$ cat src/rtl/rmd5_pkg.sv
`timescale 1ns / 1ps
`default_nettype none
package rmd5_pkg;

   localparam int WORD_W  = 32;
   localparam int WORDS   = 16;
   localparam int ROUNDS  = 32;
   localparam int ADDR_W  = $clog2(WORDS);
   localparam int ROUND_W = $clog2(ROUNDS);
   localparam int ROT_W   = 5;

   localparam logic [WORD_W-1:0] INIT_A = 32'h67425301;
   localparam logic [WORD_W-1:0] INIT_B = 32'hefcdab89;
   localparam logic [WORD_W-1:0] INIT_C = 32'h98adbcfe;
   localparam logic [WORD_W-1:0] INIT_D = 32'h10432576;

   localparam logic [WORD_W-1:0] ADD_CONST [ROUNDS] = '{
      32'hd76aa478, 32'he8c7b756, 32'h242070db, 32'hcc1bdeee,
      32'hf57c0faf, 32'h477c862a, 32'ha8304613, 32'hfd469501,
      32'h698098d8, 32'h8b44f7af, 32'hffff5bb1, 32'h895cd7be,
      32'h6b011922, 32'hfd987193, 32'ha967438e, 32'h49b40821,
      32'hfffa3942, 32'h871f6781, 32'h6d9d6122, 32'hf5de380c,
      32'ha4beea44, 32'h4bdaecf9, 32'hf6bb4b60, 32'hbecbfb70,
      32'h289b7ec6, 32'heaa127fa, 32'hd4f30e85, 32'h04881d05,
      32'hd9d4d039, 32'he69db9e5, 32'h1f27caf8, 32'hc46ac565
   };

   localparam logic [ADDR_W-1:0] MSG_INDEX [ROUNDS] = '{
      4'd0, 4'd1, 4'd2, 4'd3, 4'd4, 4'd5, 4'd6, 4'd7,
      4'd8, 4'd9, 4'd10, 4'd11, 4'd12, 4'd13, 4'd14, 4'd15,
      4'd5, 4'd8, 4'd11, 4'd14, 4'd1, 4'd4, 4'd7, 4'd10,
      4'd13, 4'd0, 4'd3, 4'd6, 4'd9, 4'd12, 4'd15, 4'd2
   };

   localparam logic [ROT_W-1:0] ROT_AMOUNT [ROUNDS] = '{
      5'd7, 5'd12, 5'd17, 5'd22, 5'd7, 5'd12, 5'd17, 5'd22,
      5'd7, 5'd12, 5'd17, 5'd22, 5'd7, 5'd12, 5'd17, 5'd22,
      5'd4, 5'd11, 5'd16, 5'd23, 5'd4, 5'd11, 5'd16, 5'd23,
      5'd4, 5'd11, 5'd16, 5'd23, 5'd4, 5'd11, 5'd16, 5'd23
   };

   typedef struct packed {
      logic               wr_en;
      logic [ADDR_W-1:0]  wr_addr;
      logic [ADDR_W-1:0]  rd_addr;
      logic               init;
      logic               step;
      logic [ROUND_W-1:0] round;
      logic               finish;
   } cmd_type;

endpackage
`default_nettype wire

$ cat src/rtl/rmd5_word_if.sv
`timescale 1ns / 1ps
`default_nettype none
interface rmd5_word_if;
   logic                       valid;
   logic                       ready;
   logic [rmd5_pkg::WORD_W-1:0] message_word;
   modport source (output valid, output message_word, input ready);
   modport sink (input valid, input message_word, output ready);
endinterface
`default_nettype wire

$ cat src/rtl/rmd5_hash_if.sv
`timescale 1ns / 1ps
`default_nettype none
interface rmd5_hash_if;
   logic                       valid;
   logic                       ready;
   logic [rmd5_pkg::WORD_W-1:0] hash_value;
   modport source (output valid, output hash_value, input ready);
   modport sink (input valid, input hash_value, output ready);
endinterface
`default_nettype wire

$ cat src/rtl/rmd5_ram.sv
`timescale 1ns / 1ps
`default_nettype none
module rmd5_ram #(
   parameter int WIDTH = 32,
   parameter int DEPTH = 16
) (
   input  wire logic                     clock,
   input  wire logic                     wr_en,
   input  wire logic [$clog2(DEPTH)-1:0] wr_addr,
   input  wire logic [WIDTH-1:0]         wr_data,
   input  wire logic [$clog2(DEPTH)-1:0] rd_addr,
   output      logic [WIDTH-1:0]         rd_data
);
   logic [WIDTH-1:0] mem_ff [DEPTH];
   logic [WIDTH-1:0] rd_data_ff;

   always_ff @(posedge clock) begin
      if (wr_en) begin
         mem_ff[wr_addr] <= wr_data;
      end
      rd_data_ff <= mem_ff[rd_addr];
   end

   assign rd_data = rd_data_ff;
endmodule
`default_nettype wire

$ cat src/rtl/rmd5_datapath.sv
`timescale 1ns / 1ps
`default_nettype none
module rmd5_datapath (
   input  wire logic                        clock,
   input  wire rmd5_pkg::cmd_type           cmd,
   input  wire logic [rmd5_pkg::WORD_W-1:0] message_word,
   output      logic [rmd5_pkg::WORD_W-1:0] hash_value
);
   logic [rmd5_pkg::WORD_W-1:0]   a_ff, b_ff, c_ff, d_ff;
   logic [rmd5_pkg::WORD_W-1:0]   a_in, b_in, c_in, d_in;
   logic [rmd5_pkg::WORD_W-1:0]   hash_ff, hash_in;
   logic [rmd5_pkg::WORD_W-1:0]   word;
   logic [rmd5_pkg::WORD_W-1:0]   mix;
   logic [rmd5_pkg::WORD_W-1:0]   sum;
   logic [2*rmd5_pkg::WORD_W-1:0] rot_wide;

   rmd5_ram #(
      .WIDTH (rmd5_pkg::WORD_W),
      .DEPTH (rmd5_pkg::WORDS)
   ) u_store (
      .clock   (clock),
      .wr_en   (cmd.wr_en),
      .wr_addr (cmd.wr_addr),
      .wr_data (message_word),
      .rd_addr (cmd.rd_addr),
      .rd_data (word)
   );

   always_comb begin
      if (cmd.round[rmd5_pkg::ROUND_W-1]) begin
         mix = b_ff ^ c_ff ^ d_ff;
      end else begin
         mix = (b_ff & c_ff) | (~b_ff & d_ff);
      end
      sum      = a_ff + mix + word + rmd5_pkg::ADD_CONST[cmd.round];
      rot_wide = {sum, sum} << rmd5_pkg::ROT_AMOUNT[cmd.round];
      a_in     = a_ff;
      b_in     = b_ff;
      c_in     = c_ff;
      d_in     = d_ff;
      hash_in  = hash_ff;
      if (cmd.init) begin
         a_in = rmd5_pkg::INIT_A;
         b_in = rmd5_pkg::INIT_B;
         c_in = rmd5_pkg::INIT_C;
         d_in = rmd5_pkg::INIT_D;
      end else if (cmd.step) begin
         a_in = d_ff;
         d_in = c_ff;
         c_in = b_ff;
         b_in = b_ff + rot_wide[2*rmd5_pkg::WORD_W-1:rmd5_pkg::WORD_W];
      end
      if (cmd.finish) begin
         hash_in = (rmd5_pkg::INIT_A + a_ff) ^ (rmd5_pkg::INIT_B + b_ff)
                 ^ (rmd5_pkg::INIT_C + c_ff) ^ (rmd5_pkg::INIT_D + d_ff);
      end
   end

   always_ff @(posedge clock) begin
      a_ff    <= a_in;
      b_ff    <= b_in;
      c_ff    <= c_in;
      d_ff    <= d_in;
      hash_ff <= hash_in;
   end

   assign hash_value = hash_ff;
endmodule
`default_nettype wire

$ cat src/rtl/rmd5_ctrl.sv
`timescale 1ns / 1ps
`default_nettype none
module rmd5_ctrl (
   input  wire logic              clock,
   input  wire logic              reset,
   input  wire logic              req_valid,
   output      logic              req_ready,
   output      logic              rsp_valid,
   input  wire logic              rsp_ready,
   output      rmd5_pkg::cmd_type cmd
);
   localparam logic [1:0] S_LOAD  = 2'd0;
   localparam logic [1:0] S_PREP  = 2'd1;
   localparam logic [1:0] S_ROUND = 2'd2;
   localparam logic [1:0] S_FIN   = 2'd3;

   localparam logic [rmd5_pkg::ADDR_W-1:0]  LAST_WORD  = rmd5_pkg::ADDR_W'(rmd5_pkg::WORDS - 1);
   localparam logic [rmd5_pkg::ROUND_W-1:0] LAST_ROUND = rmd5_pkg::ROUND_W'(rmd5_pkg::ROUNDS - 1);

   logic [1:0]                     state_ff, state_in;
   logic [rmd5_pkg::ADDR_W-1:0]    count_ff, count_in;
   logic [rmd5_pkg::ROUND_W-1:0]   round_ff, round_in;
   logic                           rsp_valid_ff, rsp_valid_in;
   logic [rmd5_pkg::ROUND_W-1:0]   next_round;
   logic                           accept;
   logic                           emit;

   assign req_ready  = (state_ff == S_LOAD);
   assign accept     = req_valid && req_ready;
   assign next_round = round_ff + 1'b1;
   assign emit       = (state_ff == S_FIN) && (!rsp_valid_ff || rsp_ready);

   always_comb begin
      state_in     = state_ff;
      count_in     = count_ff;
      round_in     = round_ff;
      rsp_valid_in = rsp_valid_ff;
      if (rsp_valid_ff && rsp_ready) begin
         rsp_valid_in = 1'b0;
      end
      cmd          = '0;
      cmd.wr_addr  = count_ff;
      cmd.round    = round_ff;
      cmd.rd_addr  = rmd5_pkg::MSG_INDEX[next_round];
      case (state_ff)
         S_LOAD: begin
            if (accept) begin
               cmd.wr_en = 1'b1;
               count_in  = count_ff + 1'b1;
               if (count_ff == LAST_WORD) begin
                  state_in = S_PREP;
               end
            end
         end
         S_PREP: begin
            cmd.init    = 1'b1;
            cmd.rd_addr = rmd5_pkg::MSG_INDEX[0];
            round_in    = '0;
            state_in    = S_ROUND;
         end
         S_ROUND: begin
            cmd.step = 1'b1;
            round_in = next_round;
            if (round_ff == LAST_ROUND) begin
               state_in = S_FIN;
            end
         end
         S_FIN: begin
            if (emit) begin
               cmd.finish   = 1'b1;
               rsp_valid_in = 1'b1;
               state_in     = S_LOAD;
            end
         end
         default: begin
            state_in = S_LOAD;
         end
      endcase
   end

   always_ff @(posedge clock) begin
      if (reset) begin
         state_ff     <= S_LOAD;
         count_ff     <= '0;
         round_ff     <= '0;
         rsp_valid_ff <= 1'b0;
      end else begin
         state_ff     <= state_in;
         count_ff     <= count_in;
         round_ff     <= round_in;
         rsp_valid_ff <= rsp_valid_in;
      end
   end

   assign rsp_valid = rsp_valid_ff;

`ifndef ASSERT_OFF
   a_last_word_starts_hash: assert property (@(posedge clock) disable iff (reset)
      (accept && count_ff == LAST_WORD) |=> (state_ff == S_PREP))
      else $error("hash did not start after last word");
   a_rounds_start_at_zero: assert property (@(posedge clock) disable iff (reset)
      (state_ff == S_PREP) |=> (state_ff == S_ROUND && round_ff == '0))
      else $error("round counter not cleared at hash start");
   a_count_idle_in_hash: assert property (@(posedge clock) disable iff (reset)
      (state_ff != S_LOAD) |-> (count_ff == '0))
      else $error("word count moved during hash");
   a_rsp_from_fin: assert property (@(posedge clock) disable iff (reset)
      $rose(rsp_valid_ff) |-> ($past(state_ff) == S_FIN))
      else $error("result raised outside finish");
`endif
endmodule
`default_nettype wire

$ cat src/rtl/reduced_md5_block_fold_hash_core.sv
`timescale 1ns / 1ps
`default_nettype none
// Each block takes 16 word beats, 1 store read, 32 rounds through one shared
// round unit and 1 fold; rsp_ch.valid rises with the fold, which waits while an
// earlier result is still unread. No words are taken during the read, rounds or fold.
// The next block's words are taken while a hash still waits on rsp_ch.
// Reset (synchronous, active high) clears the word count, the round state and
// the result valid; the word store and working words are not cleared.
module reduced_md5_block_fold_hash_core (
   input  wire logic clock,
   input  wire logic reset,
   rmd5_word_if.sink   req_ch,
   rmd5_hash_if.source rsp_ch
);
   rmd5_pkg::cmd_type cmd;

   rmd5_ctrl u_ctrl (
      .clock     (clock),
      .reset     (reset),
      .req_valid (req_ch.valid),
      .req_ready (req_ch.ready),
      .rsp_valid (rsp_ch.valid),
      .rsp_ready (rsp_ch.ready),
      .cmd       (cmd)
   );

   rmd5_datapath u_datapath (
      .clock        (clock),
      .cmd          (cmd),
      .message_word (req_ch.message_word),
      .hash_value   (rsp_ch.hash_value)
   );
endmodule
`default_nettype wire

$ cat src/flat_wrapper.sv
// flat-port wrapper written by rule: the top's interface ports become plain ports
module reduced_md5_block_fold_hash_core_flat 
  (clock, reset, req_ch_valid, req_ch_message_word, req_ch_ready, rsp_ch_valid, rsp_ch_hash_value, rsp_ch_ready);
  rmd5_word_if req_ch_i ();
  rmd5_hash_if rsp_ch_i ();
  input  wire logic clock;
  input  wire logic reset;
  input wire logic [$bits(req_ch_i.valid)-1:0] req_ch_valid;
  input wire logic [$bits(req_ch_i.message_word)-1:0] req_ch_message_word;
  output wire logic [$bits(req_ch_i.ready)-1:0] req_ch_ready;
  output wire logic [$bits(rsp_ch_i.valid)-1:0] rsp_ch_valid;
  output wire logic [$bits(rsp_ch_i.hash_value)-1:0] rsp_ch_hash_value;
  input wire logic [$bits(rsp_ch_i.ready)-1:0] rsp_ch_ready;
  assign req_ch_i.valid = req_ch_valid;
  assign req_ch_i.message_word = req_ch_message_word;
  assign req_ch_ready = req_ch_i.ready;
  assign rsp_ch_valid = rsp_ch_i.valid;
  assign rsp_ch_hash_value = rsp_ch_i.hash_value;
  assign rsp_ch_i.ready = rsp_ch_ready;
  reduced_md5_block_fold_hash_core u_core (.clock(clock), .reset(reset), .req_ch(req_ch_i), .rsp_ch(rsp_ch_i));
endmodule
$ cat config.mk
export PLATFORM = sky130hd
export DESIGN_NAME = reduced_md5_block_fold_hash_core_flat
export DESIGN_NICKNAME = d
export VERILOG_FILES = /design/src/rtl/rmd5_pkg.sv /design/src/rtl/rmd5_word_if.sv /design/src/rtl/rmd5_hash_if.sv /design/src/rtl/rmd5_ram.sv /design/src/rtl/rmd5_datapath.sv /design/src/rtl/rmd5_ctrl.sv /design/src/rtl/reduced_md5_block_fold_hash_core.sv /design/src/flat_wrapper.sv
export SDC_FILE = /design/constraint.sdc
export NUM_CORES = 2
export LEC_CHECK = 0
export BUFFER_PORTS_ARGS = -buffer_cell sky130_fd_sc_hd__buf_2
export CORE_AREA = 10 10 407 409
export DETAILED_ROUTE_END_ITERATION = 10
export DIE_AREA = 0 0 417 419
export SYNTH_ARGS = -nofsm -noshare
export SYNTH_HDL_FRONTEND = slang
export SYNTH_SLANG_ARGS = --single-unit
$ cat constraint.sdc
create_clock -name clock -period 13.5 [get_ports clock]
set_clock_uncertainty 0.1 [all_clocks]
set_input_delay 0.675 -clock clock [delete_from_list [all_inputs] [get_ports clock]]
set_output_delay 0.675 -clock clock [all_outputs]
set_load 0.01 [all_outputs]
-- After elaboration in Yosys (flattened, before gate mapping)
Memories as Yosys holds them, arrays and structs flattened. A register that Yosys moved wholly into a read port is not among the register bits.
Cells that the tools add are included.
Widths: inputs -> output; s select.
- register bits: 172
- bits in writable memories: 512
- ROM bits: 1312
- bits of input ports: 36
- logic and storage cells: 79
- memories: 4
- add/sub/neg operators: 10
- $lt $le $gt $ge: 2
- equality and inequality tests: 9
- shift operators: 1
- mux-type cells: 24
- bitwise gates (word level): 11
- reduce and logical (&&, ||, !) cells: 9
- memories (memory ; words ; bits a word ; rd ports ; clocked after Yosys merged registers in ; write ports ; RTL line ; RTL):
    (no name shown) ; 32 ; 32 ; 1 ; 0 ; 0 ; rmd5_datapath.sv:35 ; sum = a_ff + mix + word + rmd5_pkg::ADD_CONST[cmd.round];
    u_core.u_datapath.u_store.mem_ff ; 16 ; 32 ; 1 ; 1 ; 1 ; rmd5_ram.sv:14 ; logic [WIDTH-1:0] mem_ff [DEPTH];
    (no name shown) ; 32 ; 5 ; 1 ; 0 ; 0 ; rmd5_datapath.sv:36 ; rot_wide = {sum, sum} << rmd5_pkg::ROT_AMOUNT[cmd.round];
    (no name shown) ; 32 ; 4 ; 1 ; 0 ; 0 ; rmd5_ctrl.sv:44 ; cmd.rd_addr = rmd5_pkg::MSG_INDEX[next_round];
- operators by type and width (cell ; number):
    $xor 32x32->32 ; 5
    $add 32x32->32 ; 4
    $mux 32 ; 3
    $add 32x32->32 const A ; 2
    $and 32x32->32 ; 2
    $shl 64x5->64 ; 1
    $add 29x32->32 const A ; 1
    $add 31x32->32 const A ; 1
    $not 32->32 ; 1
    $or 32x32->32 ; 1
    $mux 5 ; 3
    $ge 6x6->1 const B ; 2
    $not 5->6 ; 2
    $mux 1 ; 10
    $pmux 5 s2 ; 1
    $mux 2 ; 4
    $mux 4 ; 2
    $pmux 2 s4 ; 1
    $add 5x1->5 const B ; 1
    $eq 5x5->1 const B ; 1
    $add 4x1->4 const B ; 1
    $eq 2x2->1 const B ; 2
    $eq 4x4->1 const B ; 1
    $ne 2x1->1 const B ; 2
    other kinds (9) ; 12

-- Logic depth before layout (Yosys ltp)
- depth after elaboration: 9
- mapped depth: 42
- gate-level depth less buffers: 40

-- Hierarchy
From an unflattened synthesis, not the netlist that was laid out.
- cells, all modules: 3075
- area, all modules: 37861.3 µm²
- by module, submodules not included (module ; times used ; cells each ; area an instance (µm²)):
    rmd5_ram ; 1 ; 838 ; 19854.0
    rmd5_datapath ; 1 ; 2152 ; 17277.8
    rmd5_ctrl ; 1 ; 85 ; 729.4

-- Least setup slack after synthesis
OpenSTA, ideal clock, no wires.
- path type: flip-flop to flip-flop
- from: reg u_core.u_ctrl.round_ff[1] (netlist name)
- to: reg u_core.u_datapath.b_ff[30] (netlist name)
- setup time: 0.127 ns
- data arrival time: 9.060 ns
- required time: 13.273 ns
- setup slack: 4.213 ns
- stages on the path, launching flop included: 42
- clock period less this slack: 9.287 ns
- cells stage by stage: dfxtp_1 -> inv_1 -> clkbuf_1 -> clkbuf_1 -> ha_1 -> clkbuf_1 -> nor2b_1 -> nor3_1 -> a311oi_1 -> a21oi_1 -> fa_1 -> inv_1 -> fa_1 -> inv_1 -> ha_1 -> inv_1 -> fa_1 -> nand2b_1 -> [6 not listed] -> mux4_1 -> mux2i_1 -> mux2_2 -> mux2i_1 -> ha_1 -> fa_1 -> a21oi_1 -> o21ai_0 -> a211o_1 -> a21oi_1 -> o2111a_1 -> nor3_1 -> o31a_1 -> or2_1 -> a21bo_2 -> a31oi_1 -> xor2_1 -> o21ai_1
- word-level cells in the longest chain between the ends: 7
- elaborated cells on any way between the ends: 10
- those cells by class: 2 x add/sub; 1 x shift; 4 x mux; 1 x bitwise; 2 x memory
- RTL lines (element ; RTL line ; RTL):
    from (decl) ; rmd5_ctrl.sv:22 ; logic [rmd5_pkg::ROUND_W-1:0] round_ff, round_in;
    from (signal assigned) ; rmd5_ctrl.sv:90 ; round_ff <= round_in;
    $not 5->6 (implied by the code) * ; rmd5_datapath.sv:35, rmd5_datapath.sv:36 ;
    $mem_v2 32x32 ; -- ;
    $mux 32 (implied by the code) (2 in a row) ; rmd5_datapath.sv:35 ;
    $add 32x32->32 ; rmd5_datapath.sv:35 ;
    $shl 64x5->64 * ; rmd5_datapath.sv:36 ;
    $add 32x32->32 * ; rmd5_datapath.sv:51 ; b_in = b_ff + rot_wide[2*rmd5_pkg::WORD_W-1:rmd5_pkg::WORD_W];
    to (signal assigned) ; rmd5_datapath.sv:61 ; b_ff <= b_in;
    to (decl) ; rmd5_datapath.sv:9 ; logic [rmd5_pkg::WORD_W-1:0] a_ff, b_ff, c_ff, d_ff;
Every way passes the cells marked *; elsewhere a longest branch is shown, timed or not. The select of a mux whose other input is x is not followed.
A chain may end at the register's enable or synchronous reset.

-- Worst setup path in the final report
Ends and elaborated chain as after synthesis.

==> results.md <==
- The final layout contains 3500 nets.
- The largest fanout on the critical path is 44.
- The clock passes through at most 3 buffers.
- The slew at the pin with the worst max-slew slack is 1.06 ns.
- For this run, asynchronously set or reset flops after synthesis account for 0%.
- The worst setup path is launched from a flip-flop.
- The most frequently used flop master after synthesis is sky130_fd_sc_hd__edfxtp_1.
- The via count of the first global-routing pass is 25400.
- The worst-case setup slack after placement is 2.82 ns.
- The max-cap check violation count is 0.
- Summed over all layers, the routed wires come to 107 mm.
- The maximum frequency from static timing analysis is 92.2 MHz.
- In this run the cell area measured after placement is 41700 sq um.
- The number of remaining DRC errors is 0.
- The hold buffer count at CTS is 0.
- The initial antenna violation count is 20.
- After routing the design area is 44200 sq um.
- The post-route clock period utilization is 80.3%.
- The largest individual stage delay along the critical path comes from the cell sky130_fd_sc_hd__ha_1.
- The final worst-path setup slack is 2.66 ns.
- The flip-flop and latch count after synthesis is 716.
- The final total negative setup slack is 0 ns.
- The final weighted congestion in routability-driven placement is 0.932.
- For this design the top-level I/O count stands at 70.
- The number of enable-type register cells in the synthesized netlist is 544.
- The library cell used as clock root buffer is sky130_fd_sc_hd__clkbuf_16.
- The fill cell instance count of the final layout is 16200.
- The site row count is 146.
- The detail route stage leaves a number of antenna-violating nets equal to 0.
- The worst hold slack across all endpoints is 0.270 ns.
- The final-report hold violation count is 0.
- After clock tree synthesis, the clock-pin slew on the worst setup and hold paths is 0.07 ns.
- The commonest non-fill, non-tap cell in the layout is sky130_fd_sc_hd__edfxtp_1.
- The clock period minus worst slack is 10.84 ns.
- The cell type contributing the most total cell area after synthesis is sky130_fd_sc_hd__edfxtp_1.
- The via density per instance is 4.80.
- CTS built an H-tree with a depth of 3.
- In the synthesized netlist, the number of instances is 3342.
- The number of antenna diodes in the final layout is 0.
- Input and output buffers added on the ports amount to 69.
- Once the floorplan was initialized, standard cells occupied 24.8% of the core.
- The worst setup path is captured at a flip-flop.
- After detailed routing, the average wire length per cell comes to 19.7 um.
- In the post-synthesis netlist, the biggest area contributors are sky130_fd_sc_hd__edfxtp_1 42%, sky130_fd_sc_hd__dfxtp_1 8.8%, sky130_fd_sc_hd__mux4_2 7.8%.
- The synthesized cell area is 39000 sq um.
- The die span in y is 419 um.
- The final setup violation count is 0.
- The via count is 26200.
- The number of setup buffers added after CTS is 0.
- For this run, the register share of the synthesized area comes to 50.7%.
- The sum of overflow across all layers after global routing is 0.
- The critical path arrival is 11.25 ns.
- The maximum single-stage delay on the critical path is 0.71 ns.
- The number of nets handed over by synthesis was 3529.
- Setup repair after global routing left no endpoint under its margin.
- Measured against its own limit, the worst slew margin works out to 29.0%.
- The number of iterations in the first detailed-routing pass is 6.
- The total die area is 175000 sq um.
- Clock latency on the worst-skew pair, taken at its later pin, is 0.66 ns.
- The tree built by TritonCTS fans out to 716 sinks.
- The critical path class is flip-flop to flip-flop.
- The run finished with clean final reports.
- During synthesis, Yosys emitted a total of 0 warnings.
- In this run, the number of DRC markers left after iteration 0 of detailed routing was 2554.
- Measured along the x axis, the die boundary spans 417 um.
- In this run, post-CTS repair resized a total of 0 instances.
- The CTS tree is yes.
- The wire length of the first global-routing pass is 162 mm.
- The top cell type's share of synthesized area is 41.8%.
- The path category of the worst min-delay check is primary input to flip-flop.
- The clock buffer count from CTS is 77.
- The required time at the worst-slack endpoint is 13.90 ns.
- The area growth from synthesis to layout is 13.2%.
- The count of final max-slew check failures is 0.
- The post-route netlist has 13.2% of its cells at a drive strength greater than 1.
- Detailed placement finished with a half-perimeter wire length of 70.2 mm.
- In this run the mean area of a mapped cell was 11.7 sq um.
- The largest net degree at the start of global routing is 134.
- After floorplanning, the core was sized to cover 157000 sq um.
- The distinct cell type count after synthesis is 85.
- The global-route usage over all layers is 11.9%.
- In the layout the commonest cells are 544 x sky130_fd_sc_hd__edfxtp_1, 298 x sky130_fd_sc_hd__nand2_1, 220 x sky130_fd_sc_hd__nor2_1.
[synthesized netlist by cell type, drive strengths merged (6+ instances only)]
| library cell | instances |
|---|---|
| nor3 | 37 |
| o21bai | 11 |
| a21boi | 11 |
| nand3 | 51 |
| or2 | 9 |
| clkbuf | 157 |
| mux4 | 138 |
| a21oi | 164 |
| o21ai | 137 |
| nand3b | 21 |
| a211o | 8 |
| o21a | 21 |
| nand4 | 14 |
| nand2b | 38 |
| nor2b | 16 |
| and2 | 39 |
| a211oi | 57 |
| inv | 201 |
| nor4 | 9 |
| o41ai | 6 |
| a311oi | 6 |
| edfxtp | 544 |
| nor2 | 235 |
| ha | 88 |
| and3 | 14 |
| mux2i | 163 |
| buf | 66 |
| dfxtp | 172 |
| o211ai | 24 |
| fa | 63 |
| o31ai | 24 |
| xor2 | 75 |
| mux2 | 22 |
| o311ai | 6 |
| a31oi | 79 |
| a21o | 29 |
| o211a | 6 |
| nand2 | 299 |
| o221ai | 6 |
| xnor2 | 206 |
[worst paths after layout]
path,cells after the start,slack (ns),from,to
worst max-delay path,39,2.66,u_core.u_ctrl.round_ff[1]$_SDFFE_PP0P_,u_core.u_datapath.b_ff[30]$_SDFFE_PP1P_
worst min-delay path,2,0.27,reset,u_core.u_ctrl.rsp_valid$_SDFF_PP0_
worst max register to register,39,2.66,u_core.u_ctrl.round_ff[1]$_SDFFE_PP0P_,u_core.u_datapath.b_ff[30]$_SDFFE_PP1P_
worst min register to register,2,0.46,u_core.u_datapath.a_ff[31]$_SDFFE_PP0P_,u_core.u_datapath.a_ff[31]$_SDFFE_PP0P_
[per-layer routing]
metal / global-route usage [%] / vias to the layer above / share of wire, %
met4: 4.07 / 18 / 3.6
li1: - / 12100 / -
met2: 19.4 / 819 / 47
met5: 0 / - / 0.12
met1: 15.9 / 13000 / 44
met3: 2.13 / 233 / 5.9
[worst max-delay path: cells and delay by family (launching register included)]
kind / cells / cell delay [ns]
AOI/OAI and AO/OA: 16 / 3.69
adders and majority gates: 7 / 2.90
buffers and inverters: 5 / 1.31
muxes: 4 / 1.01
and+or+nand+nor: 5 / 0.98
xor gates and xnor gates: 2 / 0.34
DFF: 1 / 0.31
[state kept, by name (all words and copies together), names as in the netlist]
name / count
u_core.u_datapath.d_ff: 32
u_core.u_ctrl.rsp_valid: 1
u_core.u_ctrl.state_ff: 2
u_core.u_datapath.u_store.rd_data: 32
u_core.u_datapath.hash_value: 32
u_core.u_ctrl.count_ff: 4
u_core.u_ctrl.round_ff: 5
u_core.u_datapath.u_store.mem_ff: 512
u_core.u_datapath.a_ff: 32
u_core.u_datapath.c_ff: 32
u_core.u_datapath.b_ff: 32
[kinds of logic after synthesis]
group                      Yosys count  share of synthesized area (%)
and+or+nand+nor                    795                           9.17
adders and majority gates          152                           6.08
muxes                              323                           12.8
AOI/OAI and AO/OA                  645                           10.7
DFF                                716                           50.7
xor gates and xnor gates           284                           6.48
buffers and inverters              427                           4.18
[layout make-up]
type	count	area, sq um	share of cell area (%)
inverters	204	766	1.73
multi-input cells	2199	17900	40.4
flip-flops and latches	716	19800	44.8
well taps	2072	2590	5.87
clock buffers	104	2100	4.75
repair buffers	115	716	1.62
clock inverters	39	375	0.849
[stage by stage]
| step | utilization [%] | std cells |
|---|---|---|
| final | 28.1 | 5449 |
| after global placement | 26.5 | 5306 |
| after floorplan | - | 3342 |
| after detailed placement | 26.5 | 5306 |
| after CTS | 28.1 | 5449 |
| after global routing | 28.1 | 5449 |
Power is not shown: default switching activity piles up to over one toggle a cycle in this logic, so the estimate is an artifact.
